$ cat src/rtl/sha_pkg.sv
// shared types, constants and functions for the sha-256 block
package sha_pkg;

	localparam logic [31:0] ROUND_K [64] = '{
		32'h428a2f98, 32'h71374491, 32'hb5c0fbcf, 32'he9b5dba5,
		32'h3956c25b, 32'h59f111f1, 32'h923f82a4, 32'hab1c5ed5,
		32'hd807aa98, 32'h12835b01, 32'h243185be, 32'h550c7dc3,
		32'h72be5d74, 32'h80deb1fe, 32'h9bdc06a7, 32'hc19bf174,
		32'he49b69c1, 32'hefbe4786, 32'h0fc19dc6, 32'h240ca1cc,
		32'h2de92c6f, 32'h4a7484aa, 32'h5cb0a9dc, 32'h76f988da,
		32'h983e5152, 32'ha831c66d, 32'hb00327c8, 32'hbf597fc7,
		32'hc6e00bf3, 32'hd5a79147, 32'h06ca6351, 32'h14292967,
		32'h27b70a85, 32'h2e1b2138, 32'h4d2c6dfc, 32'h53380d13,
		32'h650a7354, 32'h766a0abb, 32'h81c2c92e, 32'h92722c85,
		32'ha2bfe8a1, 32'ha81a664b, 32'hc24b8b70, 32'hc76c51a3,
		32'hd192e819, 32'hd6990624, 32'hf40e3585, 32'h106aa070,
		32'h19a4c116, 32'h1e376c08, 32'h2748774c, 32'h34b0bcb5,
		32'h391c0cb3, 32'h4ed8aa4a, 32'h5b9cca4f, 32'h682e6ff3,
		32'h748f82ee, 32'h78a5636f, 32'h84c87814, 32'h8cc70208,
		32'h90befffa, 32'ha4506ceb, 32'hbef9a3f7, 32'hc67178f2
	};

	localparam logic [31:0] INIT_HASH [8] = '{
		32'h6a09e667, 32'hbb67ae85, 32'h3c6ef372, 32'ha54ff53a,
		32'h510e527f, 32'h9b05688c, 32'h1f83d9ab, 32'h5be0cd19
	};

	localparam logic [7:0] PAD_MARK = 8'h80;
	localparam logic [5:0] LENGTH_POS = 6'd56;

	// one classified request from the front end
	typedef struct packed {
		logic [7:0] data;
		logic       has_byte;
		logic       last;
	} sha_req_t;

	typedef enum logic [2:0] {
		ST_ACCEPT,
		ST_PAD,
		ST_LOAD,
		ST_ROUND,
		ST_FOLD,
		ST_EMIT
	} sha_state_t;

	function automatic logic [31:0] rotr(input logic [31:0] x, input int n);
		rotr = (x >> n) | (x << (32 - n));
	endfunction

endpackage

$ cat src/rtl/sha_front.sv
// input stage and two-entry request queue
module sha_front (
	input  logic              clk,
	input  logic              arst_n,
	input  logic [7:0]        data_byte,
	input  logic              message_end,
	input  logic              empty_message,
	input  logic              in_valid,
	output logic              in_ready,
	output sha_pkg::sha_req_t req,
	output logic              req_valid,
	input  logic              req_pop
);
	import sha_pkg::*;

	sha_req_t  fifo_q [2];
	logic      wr_q, rd_q;
	logic [1:0] cnt_q;
	logic      push;

	assign in_ready  = (cnt_q != 2'd2);
	assign req_valid = (cnt_q != 2'd0);
	assign req       = fifo_q[rd_q];
	// empty items without end do nothing, so they are dropped here
	assign push = in_valid && in_ready && (!empty_message || message_end);

	always_ff @(posedge clk) begin
		if (push) begin
			fifo_q[wr_q] <= '{data: data_byte, has_byte: !empty_message, last: message_end};
		end
	end

	always_ff @(posedge clk or negedge arst_n) begin
		if (!arst_n) begin
			wr_q  <= 1'b0;
			rd_q  <= 1'b0;
			cnt_q <= 2'd0;
		end else begin
			if (push) wr_q <= !wr_q;
			if (req_pop && req_valid) rd_q <= !rd_q;
			cnt_q <= cnt_q + {1'b0, push} - {1'b0, req_pop && req_valid};
		end
	end

	assert property (@(posedge clk) disable iff (!arst_n) cnt_q != 2'd3)
		else $error("queue count overflow");
	assert property (@(posedge clk) disable iff (!arst_n)
		(cnt_q == 2'd2 && !(req_pop && req_valid)) |=> cnt_q == 2'd2)
		else $error("full queue lost an entry");
	assert property (@(posedge clk) disable iff (!arst_n)
		(cnt_q == 2'd0) |-> !(req_pop && req_valid))
		else $error("pop from empty queue");

endmodule

$ cat src/rtl/sha_core.sv
// block buffer, padding, compression rounds and digest output
module sha_core (
	input  logic              clk,
	input  logic              arst_n,
	input  sha_pkg::sha_req_t req,
	input  logic              req_valid,
	output logic              req_pop,
	output logic [31:0]       digest_word,
	output logic [2:0]        word_index,
	output logic              digest_last,
	output logic              out_valid,
	input  logic              out_ready
);
	import sha_pkg::*;

	sha_state_t  state_q, state_d;
	logic [31:0] blk_q [16];
	logic [31:0] hash_q [8];
	logic [31:0] a_q, b_q, c_q, d_q, e_q, f_q, g_q, h_q;
	logic [31:0] w_q [16];
	logic [5:0]  fill_q;
	logic [63:0] len_q;
	logic [5:0]  rnd_q;
	logic [5:0]  pad_q;
	logic        fin_q;
	logic        tail_q;
	logic        mark_q;
	logic [2:0]  idx_q;

	logic [31:0] s0, s1, ch, maj, t1, t2, ws0, ws1, wn, wcur;
	logic [7:0]  pbyte;
	logic [5:0]  fill_n;

	assign wcur = w_q[0];
	assign s1  = rotr(e_q, 6) ^ rotr(e_q, 11) ^ rotr(e_q, 25);
	assign ch  = (e_q & f_q) ^ (~e_q & g_q);
	assign t1  = h_q + s1 + ch + ROUND_K[rnd_q] + wcur;
	assign s0  = rotr(a_q, 2) ^ rotr(a_q, 13) ^ rotr(a_q, 22);
	assign maj = (a_q & b_q) ^ (a_q & c_q) ^ (b_q & c_q);
	assign t2  = s0 + maj;
	assign ws0 = rotr(w_q[1], 7) ^ rotr(w_q[1], 18) ^ (w_q[1] >> 3);
	assign ws1 = rotr(w_q[14], 17) ^ rotr(w_q[14], 19) ^ (w_q[14] >> 10);
	assign wn  = w_q[0] + ws0 + w_q[9] + ws1;
	assign fill_n = fill_q + 6'd1;

	// padding byte for slot pad_q
	always_comb begin
		if (pad_q >= LENGTH_POS && !tail_q) begin
			pbyte = len_q[8'(6'd63 - pad_q) * 8 +: 8];
		end else if (mark_q && pad_q == fill_q) begin
			pbyte = PAD_MARK;
		end else begin
			pbyte = 8'h00;
		end
	end

	always_comb begin
		state_d = state_q;
		req_pop = 1'b0;
		case (state_q)
			ST_ACCEPT: begin
				if (req_valid) begin
					req_pop = 1'b1;
					if (req.has_byte && fill_q == 6'd63) state_d = ST_LOAD;
					else if (req.last) state_d = ST_PAD;
				end
			end
			ST_PAD:   if (pad_q == 6'd63) state_d = ST_LOAD;
			ST_LOAD:  state_d = ST_ROUND;
			ST_ROUND: if (rnd_q == 6'd63) state_d = ST_FOLD;
			ST_FOLD: begin
				if (tail_q || mark_q) state_d = ST_PAD;
				else if (fin_q) state_d = ST_EMIT;
				else state_d = ST_ACCEPT;
			end
			ST_EMIT:  if (out_ready && idx_q == 3'd7) state_d = ST_ACCEPT;
			default:  state_d = ST_ACCEPT;
		endcase
	end

	assign out_valid   = (state_q == ST_EMIT);
	assign digest_word = hash_q[idx_q];
	assign word_index  = idx_q;
	assign digest_last = (idx_q == 3'd7);

	always_ff @(posedge clk or negedge arst_n) begin
		if (!arst_n) begin
			state_q <= ST_ACCEPT;
			fill_q  <= 6'd0;
			len_q   <= 64'd0;
			rnd_q   <= 6'd0;
			pad_q   <= 6'd0;
			fin_q   <= 1'b0;
			tail_q  <= 1'b0;
			mark_q  <= 1'b0;
			idx_q   <= 3'd0;
			for (int i = 0; i < 8; i++) hash_q[i] <= INIT_HASH[i];
		end else begin
			state_q <= state_d;
			case (state_q)
				ST_ACCEPT: begin
					if (req_valid) begin
						if (req.has_byte) begin
							fill_q <= fill_n;
							len_q  <= len_q + 64'd8;
						end
						fin_q  <= req.last;
						mark_q <= req.last;
						// pad starts at the slot after the taken byte
						pad_q  <= req.has_byte ? fill_n : fill_q;
						tail_q <= req.has_byte ? (fill_n >= LENGTH_POS && fill_n != 6'd0)
							: (fill_q >= LENGTH_POS);
					end
				end
				ST_PAD: begin
					pad_q <= pad_q + 6'd1;
					if (pad_q == 6'd63) mark_q <= 1'b0;
				end
				ST_ROUND: rnd_q <= rnd_q + 6'd1;
				ST_FOLD: begin
					hash_q[0] <= hash_q[0] + a_q; hash_q[1] <= hash_q[1] + b_q;
					hash_q[2] <= hash_q[2] + c_q; hash_q[3] <= hash_q[3] + d_q;
					hash_q[4] <= hash_q[4] + e_q; hash_q[5] <= hash_q[5] + f_q;
					hash_q[6] <= hash_q[6] + g_q; hash_q[7] <= hash_q[7] + h_q;
					if (tail_q) begin
						// second final block: zeros then length
						tail_q <= 1'b0;
						fin_q  <= 1'b1;
						fill_q <= 6'd0;
						pad_q  <= 6'd0;
					end
				end
				ST_EMIT: begin
					if (out_ready) begin
						idx_q <= idx_q + 3'd1;
						if (idx_q == 3'd7) begin
							for (int i = 0; i < 8; i++) hash_q[i] <= INIT_HASH[i];
							fill_q <= 6'd0;
							len_q  <= 64'd0;
							fin_q  <= 1'b0;
						end
					end
				end
				default: ;
			endcase
		end
	end

	// mark_q drops at the end of the first pad pass so the mark is written once
	always_ff @(posedge clk) begin
		if (state_q == ST_ACCEPT && req_valid && req.has_byte) begin
			blk_q[fill_q[5:2]][8'(3 - fill_q[1:0]) * 8 +: 8] <= req.data;
		end
		if (state_q == ST_PAD) begin
			blk_q[pad_q[5:2]][8'(3 - pad_q[1:0]) * 8 +: 8] <= pbyte;
		end
		if (state_q == ST_LOAD) begin
			for (int i = 0; i < 16; i++) w_q[i] <= blk_q[i];
			a_q <= hash_q[0]; b_q <= hash_q[1]; c_q <= hash_q[2]; d_q <= hash_q[3];
			e_q <= hash_q[4]; f_q <= hash_q[5]; g_q <= hash_q[6]; h_q <= hash_q[7];
		end
		if (state_q == ST_ROUND) begin
			for (int i = 0; i < 15; i++) w_q[i] <= w_q[i + 1];
			w_q[15] <= wn;
			h_q <= g_q; g_q <= f_q; f_q <= e_q; e_q <= d_q + t1;
			d_q <= c_q; c_q <= b_q; b_q <= a_q; a_q <= t1 + t2;
		end
	end

	assert property (@(posedge clk) disable iff (!arst_n)
		(state_q == ST_EMIT && !out_ready) |=> (state_q == ST_EMIT && $stable(idx_q)))
		else $error("stalled digest word moved");
	assert property (@(posedge clk) disable iff (!arst_n)
		(state_q != ST_ACCEPT) |-> !req_pop)
		else $error("request taken while busy");
	assert property (@(posedge clk) disable iff (!arst_n)
		(state_q == ST_ROUND && rnd_q == 6'd63) |=> state_q == ST_FOLD)
		else $error("round count slip");

endmodule

$ cat src/rtl/sha256_message_digest_top.sv
// top level of the byte-fed sha-256 digest block
// usage:
//   input channel: data_byte, message_end, empty_message with in_valid/in_ready;
//   one request is one message byte, or an empty marker that ends a message
//   output channel: digest_word, word_index, digest_last with out_valid/out_ready;
//   eight words follow each request marked message_end, word 0 first
// timing:
//   bytes are taken one per cycle while the core is accepting; the byte that
//   fills a 64-byte block starts a compression (load, 64 rounds, fold) on the
//   single shared round unit; the end of a message adds a padding sweep of one
//   slot per cycle from the fill point to the end of the block, plus a
//   compression per final block (one or two); a second final block, or one that
//   starts empty, sweeps all 64 slots; then the eight digest words are sent
//   a two-entry queue holds up to two requests arriving while the core compresses
// reset:
//   arst_n clears the queue and loads the initial hash values
// stalls:
//   if out_ready is low the current digest word holds; the queue fills and
//   then in_ready drops
module sha256_message_digest_top (
	input  logic        clk,
	input  logic        arst_n,
	input  logic [7:0]  data_byte,
	input  logic        message_end,
	input  logic        empty_message,
	input  logic        in_valid,
	output logic        in_ready,
	output logic [31:0] digest_word,
	output logic [2:0]  word_index,
	output logic        digest_last,
	output logic        out_valid,
	input  logic        out_ready
);
	import sha_pkg::*;

	sha_req_t req;
	logic     req_valid, req_pop;

	// front end: classify and queue requests
	sha_front u_front (
		.clk, .arst_n, .data_byte, .message_end, .empty_message,
		.in_valid, .in_ready, .req, .req_valid, .req_pop
	);

	// back end: block assembly, compression and digest output
	sha_core u_core (
		.clk, .arst_n, .req, .req_valid, .req_pop,
		.digest_word, .word_index, .digest_last, .out_valid, .out_ready
	);

endmodule
$ cat config.mk
export PLATFORM = sky130hd
export DESIGN_NAME = sha256_message_digest_top
export DESIGN_NICKNAME = d
export VERILOG_FILES = /design/src/rtl/sha_pkg.sv /design/src/rtl/sha_front.sv /design/src/rtl/sha_core.sv /design/src/rtl/sha256_message_digest_top.sv
export SDC_FILE = /design/constraint.sdc
export NUM_CORES = 2
export LEC_CHECK = 0
export ABC_CLOCK_PERIOD_IN_PS = 28500
export BUFFER_PORTS_ARGS = -buffer_cell sky130_fd_sc_hd__clkbuf_2
export CAP_MARGIN = 15
export CORE_MARGIN = 2
export CORE_UTILIZATION = 30
export DETAILED_ROUTE_END_ITERATION = 10
export PLACE_DENSITY_LB_ADDON = 0.1
export SLEW_MARGIN = 10
export SYNTH_ARGS = -nofsm -noshare
export SYNTH_HDL_FRONTEND = slang
export SYNTH_SLANG_ARGS = --single-unit
$ cat constraint.sdc
create_clock -name clk -period 28.5 [get_ports clk]
set_input_delay 5.7 -clock clk [delete_from_list [all_inputs] [get_ports clk]]
set_output_delay 5.7 -clock clk [all_outputs]
set_load 0.05 [all_outputs]
==> run_results.csv <==
group,metric,value,unit
clocking,cts_setup_buffers,0,
hold_path,min-delay-start,"u_core.blk_q[10][18]",
placed_design,place_congestion,0.9018,
timing,slew_headroom,18.47,%
clocking,cts.sinks,1648,
synth,avgSynthCellArea,10.43,um^2
timing,setup_tns,0,ns
layout,nFillCells,30900,
run,cap_viol_max_count,0,
synth,synth_edf_count,1300,
timing,fin_worst_skew,0.08957,ns
worst_setup_path,critical-path-top-delay-family,"compound AO/OA/AOI/OAI gates",
hold_path,holdPathStages,2,
worst_setup_path,worstPathRequired,29.07,ns
timing,tightest_slew,1.216,ns
layout,final_nets,9491,
global_routing,grt_pass1_vias,67630,
synth,syn_inst,8880,
clocking,insertion_delay,0.91,ns
layout,final_common_cell,"nand2_1",
synth,synth_flop_cell,"edfxtp_1",
clocking,cts_resized,0,
synth,synthTopCellsByArea,"edfxtp_1 (42%), nand2_1 (10%), dfrtp_1 (5.7%)",
route,wl_per_cell,25.87,um
clocking,clockRootBuffer,"clkbuf_16",
worst_setup_path,critPathCaptureType,"register",
synth,synth_cell_types,96,
global_routing,antenna_found_initial,9,
synth,synth_top_cell_by_area,"edfxtp_1",
worst_setup_path,cp_slowest_cell,"ha_1",
synth,synth_top_cell_area_share,42.16,%
worst_setup_path,slowest_delay,0.83,ns
clocking,cts.reportedPaths.clkPinSlew,0.06,ns
route,ant_nets,0,
timing,period_needed,11.15,ns
global_routing,grt_pass1_wl,494800,um
placed_design,port_buffers,51,
layout,final_cell_mix,"nand2_1 (2,493), edfxtp_1 (1,300), nor2_1 (455)",
placed_design,dp_hpwl,243200,um
clocking,cts_max_level,4,
hold_path,hold_path_class,"register to register",
timing,slew_viol_final,0,
route,firstDrtPassIters,6,
route,wl,340200,um
timing,fin_crit_sh,39.13,%
worst_setup_path,critical_path_depth,37,
hold_path,holdPathEnd,"u_core.w_q[0][338]",
worst_setup_path,r2r-start,"u_core.rnd_q[1]",
clocking,cts-buffers-inserted,203,
synth,synth_nets,9497,
synth,ys_seq_elements,1648,
synth,synth_area,0.09260,mm^2
floorplan,ios,52,
synth,ys_async_sr_fraction,21.12,%
floorplan,initial_utilization,30.21,%
clocking,cts_tree,"built",
floorplan,die_h,559.6,um
route,viasPerCell,5.095,
route,route.detailed.drc,0,
worst_setup_path,critPathMaxFanout,20,
timing,fmax,89.68,MHz
floorplan,die_area,0.3131,mm^2
floorplan,die_w,559.6,um
worst_setup_path,critPathLaunchType,"register",
synth,yosysSeqAreaShare,51.74,%
floorplan,rows,203,
layout,syn_to_final_growth,12.66,%
worst_setup_path,worst-setup-path-type,"register to register",
global_routing,grt_usage,21.35,%
route,dr.first_iter.drc_count,5408,
layout,final_layout_size_suffix_gt1_share,9.375,%
timing,setup_viol,0,
route,via_count,67000,
worst_setup_path,critical_path_buf_inv_count,5,
synth,yosysWarnings,0,
timing,rsz0062_at_grt,"no",
floorplan,fp.coreArea,0.3066,mm^2
worst_setup_path,worstReg2RegEnd,"u_core.a_q[29]",
worst_setup_path,r2r_cells,37,
worst_setup_path,regToRegSetupSlack,17.35,ns
worst_setup_path,critPathArrivalTime,11.73,ns
clocking,ctsHoldBuffers,0,
clocking,ctsLongestPathBuffers,4,
run_status,outcome,"finished, final reports clean",
global_routing,gr-total-overflow,0,
global_routing,grt_max_degree,160,
timing,finalHoldViolations,0,
[logic make-up (layout without fill, tap and decap cells)]
group                      Yosys count  in the layout  synth area share, %
AOI/OAI and AO/OA                 1590           1590                10.82
xor gates and xnor gates           624            624                5.902
adders and majority gates          633            633                10.05
buffers and inverters              709            874                2.875
DFF                               1648           1648                51.74
muxes                              177            177                3.093
other                                0              5                    0
and+or+nand+nor                   3499           3499                15.51
[per-layer routing]
layer	part of all wire [%]	global-route usage [%]	routed length (um)
met1	46	29.67	157900
met2	47	35.47	161200
met3	3.6	2.091	12080
met4	2.7	5.543	9022
met5	0	0	0
[cell usage after synthesis (195+ instances only)]
cell and count:
nand2_1 2495, edfxtp_1 1300, nor2_1 456, a21oi_1 447, ha_1 408, xnor2_1 382, o21ai_0 372, clkbuf_1 363
inv_1 293, xor2_1 242, dfrtp_1 212, fa_1 195
[state kept, by name, summed over array words and instances (netlist names), 3 cells and up]
register,count
u_core.f_q,32
u_core.state_q,3
u_core.hash_q,256
u_core.len_q,61
u_core.fill_q,6
u_core.c_q,32
u_core.word_index,3
u_core.h_q,32
u_core.pad_q,6
u_core.g_q,32
u_core.e_q,32
u_core.b_q,32
u_core.rnd_q,6
u_core.w_q,512
u_core.blk_q,512
u_core.d_q,32
u_core.a_q,32
u_front.fifo_q,20
[cell type report]
class | count | area, um^2 | area share, %
diodes | 5 | 12.51 | 0.01199
clock buffers | 267 | 5461 | 5.235
clock inverters | 109 | 927.1 | 0.8887
inverters | 299 | 1122 | 1.076
multi-input cells | 6523 | 42310 | 40.56
flip-flops and latches | 1648 | 47930 | 45.94
well taps | 4100 | 5130 | 4.917
repair buffers | 199 | 1430 | 1.371
[worst reg2reg max path, delay by kind of cell (launching register included)]
family          cells  cell delay (ns)
compound gates     20             4.81
fa+ha+maj           7             3.62
buf+inv             5             1.01
simple gates        3             0.70
xor+xnor            2             0.40
flops               1             0.32
[through the flow]
stage          instance area [um^2]  instances  worst slack (ns)  hold WS (ns)  utilization [%]
3_5_place_dp                  97920      12770             17.43        0.4778            31.94
4_1_cts                      104300      13140             17.34        0.4531            34.02
6_report                     104300      13150             17.35        0.4594            34.03
2_1_floorplan                 92600       8880             1.672        0.4603                -
3_3_place_gp                  97920      12770             17.39        0.4765            31.94
5_1_grt                      104300      13150             16.76        0.4825            34.03
[how the worst max path moves through the flow]
| stage | from | end |
|---|---|---|
| 2_1_floorplan | u_core.state_q[1] | u_core.w_q[0][213] |
| 3_3_place_gp | u_core.rnd_q[1] | u_core.a_q[29] |
| 3_5_place_dp | u_core.rnd_q[1] | u_core.a_q[29] |
| 4_1_cts | u_core.rnd_q[1] | u_core.a_q[29] |
| 5_1_grt | u_core.rnd_q[1] | u_core.a_q[29] |
| 6_report | u_core.rnd_q[1] | u_core.a_q[29] |
Power is left out: the tool's default activity adds up to more than one toggle a clock period on the data nets, which glitch-free logic cannot reach.
